<file path="config.mk">
export PLATFORM = sky130hd
export DESIGN_NAME = kfpi_divider
export DESIGN_NICKNAME = d
export VERILOG_FILES = /design/src/rtl/kfpi_pkg.sv /design/src/rtl/kfpi_divider.sv
export SDC_FILE = /design/constraint.sdc
export NUM_CORES = 1
export LEC_CHECK = 0
export ABC_AREA = 1
export BUFFER_PORTS_ARGS = -buffer_cell sky130_fd_sc_hd__buf_2
export CAP_MARGIN = 20
export CORE_ASPECT_RATIO = 0.9
export CORE_MARGIN = 1
export CORE_UTILIZATION = 42
export DETAILED_ROUTE_END_ITERATION = 8
export GPL_ROUTABILITY_DRIVEN = 0
export PLACE_DENSITY = 0.7
export REMOVE_ABC_BUFFERS = 1
export SETUP_SLACK_MARGIN = 0.05
export SLEW_MARGIN = 0
export SYNTH_ARGS = -nofsm -noshare
export SYNTH_HDL_FRONTEND = slang
export SYNTH_SLANG_ARGS = --single-unit
</file>
<file path="constraint.sdc">
create_clock -name clk -period 4.1 [get_ports clk]
set_input_delay 0.41 -clock clk [delete_from_list [all_inputs] [get_ports clk]]
set_output_delay 0.41 -clock clk [all_outputs]
set_load 0.005 [all_outputs]
</file>
<file path="src/rtl/kfpi_pkg.sv">
// ----------------------------------------------------------------------------
// kfpi_pkg
// shared constants and types for the keyframe position interpolator
// ----------------------------------------------------------------------------
package kfpi_pkg;

    localparam int KEY_DEPTH_DEF   = 64;
    localparam int FRAC_BITS_DEF   = 16;
    localparam int SCAN_WINDOW_DEF = 4;

    localparam int TIME_W   = 32;
    localparam int POS_W    = 32;
    localparam int COUNT_W  = 7;
    localparam int INDEX_W  = 6;
    localparam int WEIGHT_W = 17;
    localparam int STATUS_W = 2;

    localparam int IN_DATA_W  = 168;
    localparam int OUT_DATA_W = 128;

    localparam logic KIND_LOAD  = 1'b0;
    localparam logic KIND_QUERY = 1'b1;

    localparam logic [STATUS_W-1:0] ST_OK    = 2'd0;
    localparam logic [STATUS_W-1:0] ST_EMPTY = 2'd1;
    localparam logic [STATUS_W-1:0] ST_PAST  = 2'd2;

    typedef struct packed {
        logic start;
        logic busy;
        logic done;
    } div_ctl_t;

endpackage

</file>
<file path="src/rtl/kfpi_divider.sv">
// ----------------------------------------------------------------------------
// kfpi_divider
// restoring divider, one quotient bit per cycle, quotient saturated to one
// ----------------------------------------------------------------------------
module kfpi_divider
    import kfpi_pkg::*;
#(
    parameter int FRAC_BITS = FRAC_BITS_DEF
)
(
    input  logic                  clk,
    input  logic                  rst_n,
    input  logic                  start,
    input  logic [TIME_W-1:0]     numer,
    input  logic [TIME_W-1:0]     denom,
    output div_ctl_t              ctl,
    output logic [FRAC_BITS:0]    quot
);

    localparam int NB = TIME_W + FRAC_BITS;
    localparam int CW = $clog2(NB + 1);
    localparam logic [FRAC_BITS:0] ONE = (FRAC_BITS+1)'(1) << FRAC_BITS;

    logic [NB-1:0]     num_reg, num_next;
    logic [TIME_W:0]   rem_reg, rem_next;
    logic [TIME_W-1:0] den_reg;
    logic [NB-1:0]     q_reg, q_next;
    logic [CW-1:0]     cnt_reg;
    logic              busy_reg, done_reg;
    logic [TIME_W:0]   trial;

    always_comb
    begin
        trial    = {rem_reg[TIME_W-1:0], num_reg[NB-1]};
        num_next = {num_reg[NB-2:0], 1'b0};
        if (trial >= {1'b0, den_reg})
        begin
            rem_next = trial - {1'b0, den_reg};
            q_next   = {q_reg[NB-2:0], 1'b1};
        end
        else
        begin
            rem_next = trial;
            q_next   = {q_reg[NB-2:0], 1'b0};
        end
    end

    always_ff @(posedge clk or negedge rst_n)
    begin
        if (!rst_n)
        begin
            busy_reg <= 1'b0;
            done_reg <= 1'b0;
            cnt_reg  <= '0;
        end
        else
        begin
            done_reg <= 1'b0;
            if (start)
            begin
                busy_reg <= 1'b1;
                cnt_reg  <= CW'(NB);
                num_reg  <= {numer, {FRAC_BITS{1'b0}}};
                den_reg  <= denom;
                rem_reg  <= '0;
                q_reg    <= '0;
            end
            else if (busy_reg)
            begin
                num_reg <= num_next;
                rem_reg <= rem_next;
                q_reg   <= q_next;
                cnt_reg <= cnt_reg - CW'(1);
                if (cnt_reg == CW'(1))
                begin
                    busy_reg <= 1'b0;
                    done_reg <= 1'b1;
                end
            end
        end
    end

    assign ctl.start = start;
    assign ctl.busy  = busy_reg;
    assign ctl.done  = done_reg;
    assign quot = (q_reg > NB'(ONE)) ? ONE : q_reg[FRAC_BITS:0];

endmodule

</file>
Word-level counts from Yosys, hierarchy flattened:

Index checks and enable logic that the tools add are counted.

* word-level logic and storage cells: 31
* output and inout port bits: 20
* bits of input ports: 67
* register bits: 169

* order comparisons: 2
* multiplexer cells: 15
* add/sub/neg operators: 2
* equal/unequal tests: 1
* reduce and logical (&&, ||, !) cells: 3

Operators with widths (number)
* 48-bit 2-to-1 mux: 3
* 33-bit 2-to-1 mux: 2
* 48-bit by 17-bit greater-than comparator with 1-bit output (second input constant): 1
* 33-bit by 32-bit greater-or-equal comparator with 1-bit output: 1
* 33-bit by 32-bit subtractor with 33-bit output: 1
* 17-bit 2-to-1 mux: 1
* 6-bit 2-to-1 mux: 2
* 1-bit 2-to-1 mux: 7
* 6-bit by 1-bit == test with 1-bit output (second input constant): 1
* 6-bit by 1-bit subtractor with 6-bit output (second input constant): 1
* 2-bit AND reduction: 2
* 2-bit nonzero test: 1

Depth between registers and ports, before layout:

* word-level depth: 4
* mapped depth: 17
* depth with buffers taken out: 17

Least setup slack after synthesis:

Ideal clock, no wire load.

* path kind: input to register
* start point: input port start
* end point: register num_reg[16] (enable)
* buffers on the path: 1
* data arrival time: 2.030 ns
* setup slack: 1.649 ns
* data required time: 3.679 ns
* stages on the path: 3
* cells stage by stage: nor2_1 clkbuf_1 nor2_1

* cells in the longest elaborated chain, start to end: 2

RTL lines
* start: declaration: RTL line kfpi_divider.sv:13 `input logic start,`
* 2-bit nonzero test (no source line)
* 2-bit AND reduction (no source line)
* end signal: assignment: RTL line kfpi_divider.sv:63 `num_reg <= {numer, {FRAC_BITS{1'b0}}};`
* end signal: assignment: RTL line kfpi_divider.sv:70 `num_reg <= num_next;`
* end: declaration: RTL line kfpi_divider.sv:24 `logic [NB-1:0] num_reg, num_next;`

No other way between the ends.
A chain may end at the register's enable or synchronous reset.

Final worst setup path:

* start point: register rem_reg[23]
* end point: register rem_reg[29], data pin

* cells in the longest elaborated chain, start to end: 3
* elaborated cells between the ends (all ways): 4

RTL lines
* start: declaration: RTL line kfpi_divider.sv:25 `logic [TIME_W:0] rem_reg, rem_next;`
* start signal: assignment: RTL line kfpi_divider.sv:71 `rem_reg <= rem_next;`
* 33-bit by 32-bit subtractor with 33-bit output / 33-bit by 32-bit greater-or-equal comparator with 1-bit output (equally long branches): RTL line kfpi_divider.sv:38, kfpi_divider.sv:36
* 33-bit 2-to-1 mux *: RTL line kfpi_divider.sv:36 `if (trial >= {1'b0, den_reg})`
* 33-bit 2-to-1 mux *: RTL line kfpi_divider.sv:68 `else if (busy_reg)`

Every way passes the cells marked *; elsewhere a longest branch is shown, timed or not.

==> summary.txt <==
Outcome
  • Outcome: finished, final reports clean

Critical path
  • Most used cell, CP: nand2_1
  • Reg2Reg Depth: 13
  • CP endpoint kind: flip-flop
  • Critical path depth: 13
  • CP Class: flip-flop to flip-flop
  • Slowest stage delay, CP: 0.42 ns
  • Arr. time, crit path: 3.11 ns
  • Max FO, Critical Path: 32
  • CP required: 4.29 ns
  • Slowest-stage cell, CP: edfxtp_1
  • Kind of cell adding the most delay to the critical path: simple AND/OR/NAND/NOR gates
  • Startpoint types: flip-flop
  • Worst path cell trace: ha_1, nand2_2, inv_1, a21oi_1, nand2_1, nand2_1, nand3_2, nor2_4, nand2_4, nand2_1, nand2_1, nand2_1, nand2_1
  • Worst path buffer plus inverter count: 1

Final layout
  • Final Net Count: 1307
  • Share of layout cells above drive strength 1: 12.7%
  • Most common cell after layout, fill and taps aside: nand2_1
  • Layout area overhead: 13.2%
  • Fill cell count: 2191
  • Most frequent cells in the layout: 280 x nand2_1, 219 x inv_1, 160 x edfxtp_1

Synthesis
  • Sequential element share of the synthesized area: 51.2%
  • Average cell area after synthesis: 8.66 um^2
  • Syn Inst Count: 1129
  • Synth top area cells: edfxtp_1 49%, nand2_1 11%, inv_1 8.4%
  • Synthesized area: 9780 um^2
  • Yosys cell types: 36
  • EDFF count, synth: 160
  • Top-area cell type share of the netlist area: 49.1%
  • Seq cells post-synth: 168
  • Area leader, netlist: edfxtp_1
  • Syn. warnings: 0
  • Main synth FF type: edfxtp_1
  • Asr flop ratio synth: 4.76%

GRT
  • Pin count of the biggest net entering global routing: 66
  • Initial antenna violation count: 5
  • Global Route Usage Sum: 19.4%
  • Vias in the first global route: 7346
  • First-pass GRT wire length: 36800 um
  • GRT overflow: 0

CTS
  • Clk pin slew, worst setup/hold paths: 0.07 ns
  • CTS resizes: 0
  • CTS sink count: 168
  • CTS Buf Count: 17
  • Clk_lat worst skew: 0.44 ns
  • # Post-CTS Setup Buffers: 0
  • CTS Buffer Depth: 2
  • CTS tree: done
  • H-Tree Depth: 4
  • CTS root buf: clkbuf_16

Placement
  • Post-DP HPWL: 15400 um
  • Number of port buffers: 86
  • Dpl ws: 1.25 ns

Min path
  • Hold Crit Class: input port to flip-flop
  • Hold path depth: 1

Power
  • LEAKAGE: 5.17 nW
  • Power Density: 442 nW/um^2
  • VDD IR-drop max: 0.000255 V

Timing
  • Slew @ Worst Pin: 1.04 ns
  • RSZ-0062 raised after global routing: no
  • Final Critical Period: 2.92 ns
  • Worst Skew: 0.0171 ns
  • Max-slew violation count: 0
  • Setup_tns: 0 ns
  • Final setup margin: 1.18 ns
  • Slew Limit Headroom: 30.2%
  • Fin Hold WS: 0.146 ns
  • Setup-failing EPs final: 0
  • Tcrit/Tclk final: 71.2%
  • F_max: 0.343 GHz
  • Fin. Hold Viols: 0

Detailed routing
  • Initial DRC Count: 655
  • Drt first pass iters: 5
  • Post-Route WL: 22100 um
  • DRC: 0
  • Drt via density: 5.10
  • Routed length per placed instance: 14.6 um
  • DRT antenna net count: 0
  • Routed vias: 7737

Die
  • Row cnt: 52
  • Core ar.: 22600 um^2
  • Die Span Y: 147 um
  • Initial Util: 43.2%
  • Die W: 163 um
  • Num ports: 87
  • Die area: 23900 um^2

Flow run
  • Max cap viols: 0
-- kinds of logic (layout without fill, tap and decap cells) --
logic type / after synthesis / after routing / synth area share (%)
xor gates and xnor gates: 16 / 16 / 1.43
other: 0 / 3 / 0
and+or+nand+nor: 487 / 487 / 21.8
adders and majority gates: 35 / 35 / 4.56
DFF: 168 / 168 / 51.2
AOI/OAI and AO/OA: 159 / 159 / 10.4
buffers and inverters: 264 / 353 / 10.7
-- power by group --
| part | switching (mW) | internal [mW] | total [mW] |
|---|---|---|---|
| Combinational | 0.750 | 0.417 | 1.17 |
| Clock | 0.779 | 0.817 | 1.60 |
| Sequential | 0.0688 | 2.06 | 2.13 |
-- final timing paths --
path / start / slack, ns / endpoint
min in group asynchronous: rst_n / 0.52 / cnt_reg[3]
min: denom[17] / 0.15 / den_reg[17]
max reg2reg: rem_reg[23] / 1.18 / rem_reg[29]
max in group asynchronous: rst_n / 2.31 / done_reg
min reg2reg: cnt_reg[3] / 0.49 / cnt_reg[3]
max: rem_reg[23] / 1.18 / rem_reg[29]
-- layout make-up --
cell class / count / area (um^2) / share of cell area, %
antenna: 3 / 7.51 / 0.0679
clock buffer: 18 / 429 / 3.88
clock inverter: 14 / 154 / 1.39
inverter: 224 / 841 / 7.60
multi-input combinational: 697 / 3740 / 33.8
sequential: 168 / 5000 / 45.2
tap: 297 / 372 / 3.36
timing repair buffer: 97 / 518 / 4.68
-- through the flow --
stage | area [um^2] | total power [mW] | utilization [%] | std cells
after floorplan | 9570 | 2.99 | - | 1089
after global placement | 10500 | 3.29 | 46.2 | 1482
after CTS | 11100 | 4.91 | 48.8 | 1515
after detailed placement | 10500 | 3.31 | 46.2 | 1482
final | 11100 | 4.89 | 48.9 | 1518
after global routing | 11100 | 5.17 | 48.8 | 1515
-- layer usage --
layer  up-vias  global-route usage (%)  share of wire, %
li1       3908                       -                 -
met1      3616                    26.6                48
met5         -                       0             0.086
met2       174                    29.8                44
met3        35                    5.17               5.9
met4         4                    6.12               1.8
-- timing repair --
item                                    CTS  global route
endpoints found under the setup margin    0             0
hold endpoints to repair                  7             0
hold buffers                              1             0
-- synthesized netlist by cell type, types with 2 or more instances --
cell type  instances
nand4_1            9
nand3_1           76
inv_1            219
clkinv_1           2
nor4_1             9
buf_6              3
nand2_1          280
o21ai_0           16
o21ai_1           15
edfxtp_1         160
nand2_2            7
a22o_1            31
buf_2              8
a21oi_1           26
o21bai_1           6
nand3b_1          20
xnor2_1           16
nor2_2             7
nor2_4             2
clkbuf_1          21
nor2_1            67
o22ai_1           62
ha_1              34
dfrtp_1            8
buf_4              5
nand3_2            2
inv_2              3
buf_1              3
nor3_1             5
Power figures use the tool's default switching activity.
